==> config.mk <==
export PLATFORM = sky130hd
export DESIGN_NAME = reserved_slot_pool_allocator_unit
export DESIGN_NICKNAME = d
export VERILOG_FILES = /design/src/rtl/core/rspa_pkg.sv /design/src/rtl/core/reserved_slot_pool_allocator_unit.sv
export SDC_FILE = /design/constraint.sdc
export NUM_CORES = 1
export LEC_CHECK = 0
export BUFFER_PORTS_ARGS = -buffer_cell sky130_fd_sc_hd__clkbuf_2
export CELL_PAD_IN_SITES_DETAIL_PLACEMENT = 1
export CELL_PAD_IN_SITES_GLOBAL_PLACEMENT = 1
export CORE_MARGIN = 2
export CORE_UTILIZATION = 48
export CTS_BUF_LIST = sky130_fd_sc_hd__clkbuf_4
export DETAILED_ROUTE_END_ITERATION = 16
export GPL_ROUTABILITY_DRIVEN = 0
export HOLD_SLACK_MARGIN = 0.02
export PLACE_DENSITY = 0.8
export SLEW_MARGIN = 10
export SYNTH_ARGS = -nofsm -noshare
export SYNTH_HDL_FRONTEND = slang
export SYNTH_SLANG_ARGS = --single-unit
==> constraint.sdc <==
create_clock -name clk -period 2.7 [get_ports clk]
set_input_delay 0.135 -clock clk [delete_from_list [all_inputs] [get_ports clk]]
set_output_delay 0.135 -clock clk [all_outputs]
set_load 0.01 [all_outputs]
==> src/rtl/core/rspa_pkg.sv <==
// Types, constants and helpers for the reserved-slot pool allocator.
// Depends on nothing; imported by reserved_slot_pool_allocator_unit.
`timescale 1ns / 1ps

package rspa_pkg;

    localparam int POOL_SLOTS = 16;
    localparam int SLOT_W     = 4;
    localparam int COUNT_W    = 5;
    localparam int INDEX_W    = 5;
    localparam int KIND_W     = 3;

    typedef enum logic
    {
        FUNC_ALLOC = 1'b0,
        FUNC_FREE  = 1'b1
    } func_t;

    typedef enum logic [KIND_W-1:0]
    {
        KIND_GENERAL       = 3'd0,
        KIND_UPDATE        = 3'd1,
        KIND_FETCH         = 3'd2,
        KIND_POST_REPLAY   = 3'd3,
        KIND_POST_ACK      = 3'd4,
        KIND_POST_PERIODIC = 3'd5
    } kind_t;

    typedef enum logic [1:0]
    {
        ST_DONE  = 2'd0,
        ST_FAIL  = 2'd1,
        ST_RANGE = 2'd2
    } status_t;

    // Reserved slots at the top of the pool.
    localparam logic [SLOT_W-1:0] SLOT_UPDATE        = SLOT_W'(POOL_SLOTS - 1);
    localparam logic [SLOT_W-1:0] SLOT_FETCH         = SLOT_W'(POOL_SLOTS - 2);
    localparam logic [SLOT_W-1:0] SLOT_POST_REPLAY   = SLOT_W'(POOL_SLOTS - 3);
    localparam logic [SLOT_W-1:0] SLOT_POST_ACK      = SLOT_W'(POOL_SLOTS - 4);
    localparam logic [SLOT_W-1:0] SLOT_POST_PERIODIC = SLOT_W'(POOL_SLOTS - 5);

    // Shared slots 0..N-6; update may fall back to anything below its own slot.
    localparam logic [POOL_SLOTS-1:0] SHARED_MASK =
        POOL_SLOTS'((64'd1 << (POOL_SLOTS - 5)) - 64'd1);
    localparam logic [POOL_SLOTS-1:0] UPDATE_MASK = {1'b0, {(POOL_SLOTS - 1){1'b1}}};

    typedef struct packed
    {
        logic              func;
        logic [KIND_W-1:0] request_kind;
        logic [INDEX_W-1:0] free_index;
    } req_t;

    typedef struct packed
    {
        logic [1:0]         status;
        logic [SLOT_W-1:0]  slot_index;
        logic [COUNT_W-1:0] busy_count;
    } rsp_t;

    typedef struct packed
    {
        logic              found;
        logic [SLOT_W-1:0] idx;
    } pick_t;

    // Lowest set bit of avail.
    function automatic pick_t first_free(input logic [POOL_SLOTS-1:0] avail);
        pick_t p;
        p.found = 1'b0;
        p.idx   = '0;
        for (int i = POOL_SLOTS - 1; i >= 0; i--)
        begin
            if (avail[i])
            begin
                p.found = 1'b1;
                p.idx   = SLOT_W'(i);
            end
        end
        return p;
    endfunction

endpackage

==> src/rtl/core/reserved_slot_pool_allocator_unit.sv <==
// Reserved-slot pool allocator: top level, one register stage per side.
// Depends on rspa_pkg (types, slot constants, first_free).
`timescale 1ns / 1ps

//  channel | direction | handshake             | payload
//  --------+-----------+-----------------------+---------------------------------
//  req     | in        | req_valid / req_ready | func, request_kind, free_index
//  rsp     | out       | rsp_valid / rsp_ready | status, slot_index, busy_count
//
//  One request per cycle sustained while rsp is not stalled; a transfer on req goes
//  to the request register, then to the response register. The rate is set by the
//  read-modify-write of the busy vector and busy counter, which sits between the two.
//  Reset clears the busy flags, the counter and both valid flags; no clearing pass.
//  A stalled rsp holds its register; req is still taken while the request register
//  is empty or drains into the response register in the same cycle.

module reserved_slot_pool_allocator_unit
    import rspa_pkg::*;
(
    input  logic clk,
    input  logic rst_n,
    input  logic req_valid,
    output logic req_ready,
    input  req_t req,
    output logic rsp_valid,
    input  logic rsp_ready,
    output rsp_t rsp
);

    // Request register.
    logic req_vld_reg;
    req_t req_reg;

    // Pool state.
    logic [POOL_SLOTS-1:0] slot_busy_reg;
    logic [POOL_SLOTS-1:0] slot_busy_next;
    logic [COUNT_W-1:0]    busy_count_reg;
    logic [COUNT_W-1:0]    busy_count_next;

    // Response register.
    logic rsp_vld_reg;
    rsp_t rsp_reg;
    rsp_t rsp_next;

    // Working signals for the step.
    logic                  advance;
    logic                  own_en;
    logic [SLOT_W-1:0]     own_idx;
    logic [POOL_SLOTS-1:0] fall_mask;
    pick_t                 fall_pick;
    logic                  grant_ok;
    logic [SLOT_W-1:0]     grant_idx;
    logic                  free_in_range;
    logic [SLOT_W-1:0]     free_slot;

    // The request register moves on whenever the response register is free or drains.
    assign advance   = req_vld_reg && (!rsp_vld_reg || rsp_ready);
    assign req_ready = !req_vld_reg || advance;
    assign rsp_valid = rsp_vld_reg;
    assign rsp       = rsp_reg;

    assign free_in_range = (req_reg.free_index < INDEX_W'(POOL_SLOTS));
    assign free_slot     = req_reg.free_index[SLOT_W-1:0];

    // Own slot and fallback range by kind; unused kinds act as general.
    always_comb
    begin
        own_en    = 1'b1;
        own_idx   = SLOT_FETCH;
        fall_mask = SHARED_MASK;
        unique case (req_reg.request_kind)
            KIND_UPDATE:
            begin
                own_idx   = SLOT_UPDATE;
                fall_mask = UPDATE_MASK;
            end
            KIND_FETCH:         own_idx = SLOT_FETCH;
            KIND_POST_REPLAY:   own_idx = SLOT_POST_REPLAY;
            KIND_POST_ACK:      own_idx = SLOT_POST_ACK;
            KIND_POST_PERIODIC: own_idx = SLOT_POST_PERIODIC;
            default:            own_en  = 1'b0;
        endcase
    end

    assign fall_pick = first_free(~slot_busy_reg & fall_mask);

    // Own slot wins over the fallback search.
    always_comb
    begin
        if (own_en && !slot_busy_reg[own_idx])
        begin
            grant_ok  = 1'b1;
            grant_idx = own_idx;
        end
        else
        begin
            grant_ok  = fall_pick.found;
            grant_idx = fall_pick.idx;
        end
    end

    // State update and response; the counter tracks the busy flags incrementally.
    always_comb
    begin
        slot_busy_next      = slot_busy_reg;
        busy_count_next     = busy_count_reg;
        rsp_next.status     = ST_DONE;
        rsp_next.slot_index = '0;
        if (req_reg.func == FUNC_FREE)
        begin
            if (free_in_range)
            begin
                rsp_next.slot_index = free_slot;
                if (slot_busy_reg[free_slot])
                begin
                    slot_busy_next[free_slot] = 1'b0;
                    busy_count_next           = busy_count_reg - COUNT_W'(1);
                end
            end
            else
            begin
                rsp_next.status = ST_RANGE;
            end
        end
        else
        begin
            if (grant_ok)
            begin
                rsp_next.slot_index       = grant_idx;
                slot_busy_next[grant_idx] = 1'b1;
                busy_count_next           = busy_count_reg + COUNT_W'(1);
            end
            else
            begin
                rsp_next.status = ST_FAIL;
            end
        end
        rsp_next.busy_count = busy_count_next;
    end

    // Control and pool state.
    always_ff @(posedge clk or negedge rst_n)
    begin
        if (!rst_n)
        begin
            req_vld_reg    <= 1'b0;
            rsp_vld_reg    <= 1'b0;
            slot_busy_reg  <= '0;
            busy_count_reg <= '0;
        end
        else
        begin
            if (req_ready)
            begin
                req_vld_reg <= req_valid;
            end
            if (advance)
            begin
                rsp_vld_reg    <= 1'b1;
                slot_busy_reg  <= slot_busy_next;
                busy_count_reg <= busy_count_next;
            end
            else if (rsp_ready)
            begin
                rsp_vld_reg <= 1'b0;
            end
        end
    end

    // Payload registers.
    always_ff @(posedge clk)
    begin
        if (req_valid && req_ready)
        begin
            req_reg <= req;
        end
        if (advance)
        begin
            rsp_reg <= rsp_next;
        end
    end

    // Counter always agrees with the flags it summarizes.
    a_count_matches: assert property (@(posedge clk) disable iff (!rst_n)
        busy_count_reg == COUNT_W'($countones(slot_busy_reg)))
        else $error("busy counter out of step with busy flags");

    // A granted slot is busy right after the step.
    a_grant_marks_busy: assert property (@(posedge clk) disable iff (!rst_n)
        advance && req_reg.func == FUNC_ALLOC && grant_ok
        |=> slot_busy_reg[$past(grant_idx)])
        else $error("granted slot not marked busy");

    // Failed or rejected steps report slot zero.
    a_fail_slot_zero: assert property (@(posedge clk) disable iff (!rst_n)
        rsp_vld_reg && rsp_reg.status != ST_DONE |-> rsp_reg.slot_index == '0)
        else $error("nonzero slot index on failed step");

    // Back-pressure on req only while the request register holds a stuck item.
    a_ready_only_when_full: assert property (@(posedge clk) disable iff (!rst_n)
        !req_ready |-> req_vld_reg && rsp_vld_reg && !rsp_ready)
        else $error("request side stalled without cause");

endmodule
# Word level (Yosys, flattened, before mapping)
# Cells that the tools add are included.
# Widths: inputs -> output; s select.
op_classes:
  addsub: 2
  order_cmp: 6
  eq_ne: 7
  mux: 44
  bitwise_logic: 5
  reduce_logical: 14
ops:
  columns: ["op", "n"]
  rows:
  - ["$mux 5", 20]
  - ["$mux 16", 4]
  - ["$and 16x16->16", 2]
  - ["$not 16->16", 2]
  - ["$or 16x16->16", 1]
  - ["$lt 4x5->1 const B", 3]
  - ["$mux 15", 1]
  - ["$mux 4", 3]
  - ["$pmux 3 s4", 1]
  - ["$mux 1", 9]
  - ["$bmux 1 s4", 2]
  - ["$demux 1 s4", 2]
  - ["$ge 4x1->1 const B", 2]
  - ["$eq 3x2->1 const B", 2]
  - ["$eq 3x3->1 const B", 2]
  - ["$mux 6", 1]
  - ["$add 5x1->5 const B", 1]
  - ["$logic_and 1x1->1", 5]
  - ["$lt 5x5->1 const B", 1]
  - ["$reduce_or 5->1", 1]
  - ["$sub 5x1->5 const B", 1]
  - ["$ne 2x1->1 const B", 2]
  - ["$reduce_and 4->1", 1]
  - ["$reduce_bool 2->1", 2]
  - ["4 further kinds", 7]
word_totals:
  ff_bits: 43
  input_bits: 13
  output_inout_bits: 13
  word_cells: 88

# Depth between registers and ports, before layout
logic_depth:
  word_depth: 27
  depth_mapped: 8
  mapped_depth_nobuf: 6

# Worst setup path after synthesis
# No wires, ideal clock.
synth_path:
  kind: "flip-flop to flip-flop"
  start: "register req_reg, in the netlist free_slot[0]"
  end: "register slot_busy_reg[0]"
  setup_time_ns: 0.149
  arrival_time_ns: 1.967
  t_required_ns: 2.551
  setup_slack_ns: 0.585
  path_stages_with_launch: 8
  n_path_buf: 1
  synth_period_minus_slack_ns: 2.115
  path_cell_list: "edfxtp_1 buf_2 mux4_2 a32oi_1 o41ai_4 o311a_4 nand3b_1 o31ai_1"
synth_via:
  elab_chain_len: 9
synth_lines:
  columns: ["element", "line_no", "rtl"]
  rows:
  - ["start, declared", "reserved_slot_pool_allocator_unit.sv:32", "req_t req_reg;"]
  - ["start signal, assigned", "reserved_slot_pool_allocator_unit.sv:175", "req_reg <= req;"]
  - ["$lt 4x5->1 (implied by the code) / $ge 4x1->1 (equally long branches)", "reserved_slot_pool_allocator_unit.sv:116", "slot_busy_next[free_slot] = 1'b0;"]
  - ["$logic_and 1x1->1 (implied by the code)", "reserved_slot_pool_allocator_unit.sv:116", null]
  - ["$mux 1 (implied by the code)", "reserved_slot_pool_allocator_unit.sv:116", null]
  - ["$demux 1 s4", "reserved_slot_pool_allocator_unit.sv:116", null]
  - ["$not 16->16 (no line)", null, null]
  - ["$and 16x16->16 (no line)", null, null]
  - ["$mux 16", "reserved_slot_pool_allocator_unit.sv:114", "if (slot_busy_reg[free_slot])"]
  - ["$mux 16", "reserved_slot_pool_allocator_unit.sv:111", "if (free_in_range)"]
  - ["$mux 16", "reserved_slot_pool_allocator_unit.sv:109", "if (req_reg.func == FUNC_FREE)"]
  - ["end signal, assigned", "reserved_slot_pool_allocator_unit.sv:160", "slot_busy_reg <= slot_busy_next;"]
  - ["end, declared", "reserved_slot_pool_allocator_unit.sv:35", "logic [POOL_SLOTS-1:0] slot_busy_reg;"]
# Several ways; a longest one is shown, not always the timed one. The select of a mux whose other input is x is not followed.
# A chain may end at the register's enable or synchronous reset.

# Worst setup path in the final report
layout_path:
  start: "register req_reg[5] (netlist bit)"
  end: "register slot_busy_reg[10]"
layout_via:
  elab_chain_len: 26
layout_lines:
  columns: ["element", "line_no", "rtl"]
  rows:
  - ["$eq 3x1->1", "reserved_slot_pool_allocator_unit.sv:71", "unique case (req_reg.request_kind)"]
  - ["$mux 15", "reserved_slot_pool_allocator_unit.sv:71", null]
  - ["$and 16x16->16", "reserved_slot_pool_allocator_unit.sv:85", "assign fall_pick = first_free(~slot_busy_reg & fall_mask);"]
  - ["$mux 5 (15 in a row)", "rspa_pkg.sv:75", "if (avail[i])"]
  - ["$mux 4", "reserved_slot_pool_allocator_unit.sv:90", "if (own_en && !slot_busy_reg[own_idx])"]
  - ["$lt 4x5->1 (implied by the code) / $ge 4x1->1 (equally long branches)", "reserved_slot_pool_allocator_unit.sv:130", "slot_busy_next[grant_idx] = 1'b1;"]
  - ["$logic_and 1x1->1 (implied by the code)", "reserved_slot_pool_allocator_unit.sv:130", null]
  - ["$mux 1 (implied by the code)", "reserved_slot_pool_allocator_unit.sv:130", null]
  - ["$demux 1 s4", "reserved_slot_pool_allocator_unit.sv:130", null]
  - ["$or 16x16->16 (no line)", null, null]
  - ["$mux 16", "reserved_slot_pool_allocator_unit.sv:127", "if (grant_ok)"]
  - ["$mux 16", "reserved_slot_pool_allocator_unit.sv:109", null]
# Several ways; a longest one is shown, not always the timed one. The select of a mux whose other input is x is not followed.

==> impl_metrics.yaml <==
logic_synthesis:
  syn_avg_cell_area_sq_um: 10.4
  ys_seq_area_frac: 0.458
  syn-num-nets: 263
  ys_warn_count: 0
  synth_top_flop_cell: "dfrtp_1"
  async_reset_ff_frac: 0.535
  synth-edff-count: 20
  netlist_area_sq_um: 2570
  synthDistinctLibCells: 60
  ys_ff_latch: 43
  syn_inst: 248
hold_path:
  hp-class: "in2reg"
setup_path:
  arrival_ns: 2.77
  critPathMaxStageDelay_ns: 0.54
  crit_path_top_delay_cell: "or3_1"
  crit_chain: "nand2b_1 -> a31oi_2 -> a21boi_1 -> o221a_2 -> or3_1 -> o31ai_1"
  worst_path_dominant_cell_family: "compound AO/OA/AOI/OAI gates"
  worstSetupStartpointType: "register"
  path_buf_inv: 0
  worstPathMaxFanout: 9
  end_kind: "register"
  required_ns: 2.95
  critPathKind: "reg2reg"
global_routing:
  groute.usage.overall: 0.254
  grt_pass1_wl_mm: 11.7
  grt.overflow.total: 0
  antenna_found_initial: 0
  grt_pass1_vias: 2332
  grt_max_degree: 24
finish:
  drive_above_1_share: 0.206
  area_growth_pct: 14.9
  n_fill_cell: 591
  stdcell_area_sq_um: 2950
  n_antenna_cell: 0
  largest_register_ff_count: 16
  final_common_cell: "clkbuf_2"
  final_util: 0.574
  nets: 305
  most-common-layout-cells: "clkbuf_2 (25), o21ai_0 (24), dfrtp_1 (23)"
  final_cell_count_no_fill: 361
clock_network:
  cts_buffer_depth: 2
  path_clk_slew_ns: 0.13
  clk_root_buffer_cell: "clkbuf_4"
  cts_tree: "done"
  cts_buffers: 5
  cts_max_level: 2
  clock_sinks: 43
  insertion_delay_ns: 0.36
placement:
  post_dp_cell_area_sq_um: 2780
  place_hpwl_mm: 5.41
  pre_cts_ws_ns: 0.144
  dp.cells: 342
  port_buffers: 25
timing:
  holdWs_ns: 0.0584
  setup_viol: 0
  worst_pin_slew_ns: 0.642
  rsz0062_at_grt: "no"
  drv_slew: 0
  hold_viol_final: 0
  max_freq_ghz: 0.398
  slew_headroom: 0.572
  fin_ws_ns: 0.188
  fin_tns_setup_ns: 0
  timing.final.crit_period_ns: 2.51
  period_share: 0.930
  finalClockSkew_ns: 0.0112
status:
  outcome: "complete, no violations"
drt:
  ant_nets: 0
  wl_mm: 7.27
  via_per_inst: 6.19
  avgRoutedWirePerCell_um: 20.1
  drt_first_pass_iters: 4
  vias: 2234
  drc: 0
  drt_iter0_drc: 145
die:
  rows: 26
  dieArea_sq_um: 5950
  io_pins: 26
  chipWidth_um: 77.1
  die_h_um: 77.1
  coreArea_sq_um: 5140
  initial_core_util: 0.500
power_and_ir_drop:
  leakage_nw: 1.13
  irDropWorstVdd_v: 0.000375
  total_power_mw: 2.53
  cellPowerDensity_nw_per_um2: 859
job:
  cap_violations: 0
timing repair:
action | 4_1_cts | 5_1_grt
setup endpoints to repair | 0 | 8
hold buffers | 11 | 0
buffers inserted | 0 | 0
endpoints found under the hold margin | 33 | 0
resized for setup | 0 | 2
final timing paths:
path                             startpoint                end  slack, ns  cells after the start
worst max-delay path             req_reg[5]  slot_busy_reg[10]       0.19                      6
worst min-delay path              rsp_ready          rsp_valid       0.06                      3
worst max register to register   req_reg[5]  slot_busy_reg[10]       0.19                      6
worst min register to register  req_vld_reg          rsp_valid       0.51                      1
max in group asynchronous             rst_n   slot_busy_reg[2]       1.95                      2
min in group asynchronous             rst_n  busy_count_reg[2]       0.33                      2
cell usage after synthesis (2+ instances only):
cell type	instances	share of area
inv_1	8	0.012
dfrtp_1	23	0.22
nand3_1	9	0.018
or3_1	2	0.0049
nand2b_1	7	0.017
mux4_2	2	0.018
clkbuf_1	2	0.0029
o31ai_1	18	0.053
nor2_1	6	0.0088
a211oi_1	2	0.0058
nand4_1	7	0.017
buf_4	5	0.015
mux2i_1	4	0.016
ha_1	2	0.0097
nor3_1	4	0.0078
xor2_1	5	0.017
nand2_1	20	0.029
buf_2	3	0.0058
buf_6	3	0.013
or2_2	2	0.0049
o21ai_0	24	0.047
a21oi_1	10	0.019
and2_1	5	0.012
a22o_1	2	0.0068
nor3b_1	3	0.0088
nand3b_1	3	0.0088
o2111ai_1	2	0.0068
o311ai_0	2	0.0068
o221a_2	2	0.0088
o211ai_1	4	0.012
edfxtp_1	20	0.23
nor2b_1	7	0.017
xnor2_1	3	0.010
cell type report:
cell class / count / area, sq um / share of cell area
clock buffer: 5 / 37.5 / 0.0127
clock inverter: 3 / 20.0 / 0.00679
inverter: 8 / 30.0 / 0.0102
multi-input combinational: 183 / 1270 / 0.429
sequential: 43 / 1180 / 0.399
tap: 70 / 87.6 / 0.0297
timing repair buffer: 49 / 333 / 0.113
worst min-delay path, cell delays in order:
cell and delay (ns):
clkbuf_2 0.08, nand2b_1 0.11, nand2b_1 0.06
cells by family after synthesis:
logic type / synth area share
buffers and inverters: 0.0502
DFF: 0.458
adders and majority gates: 0.00975
AOI/OAI and AO/OA: 0.247
xor gates and xnor gates: 0.0273
and+or+nand+nor: 0.174
muxes: 0.0331
where the power goes:
| group | switching, mW | internal (mW) |
|---|---|---|
| logic | 0.605 | 0.435 |
| clock network | 0.213 | 0.0995 |
| registers | 0.281 | 0.901 |
| total | 1.10 | 1.44 |
metal layers:
metal,up-vias,wire length [um],global-route usage
met5,-,0,0
met4,0,119,0.0875
met3,11,348,0.0435
met2,60,3620,0.443
met1,1128,3190,0.316
li1,1035,-,-
No activity file was read; power rests on OpenSTA's default activity.
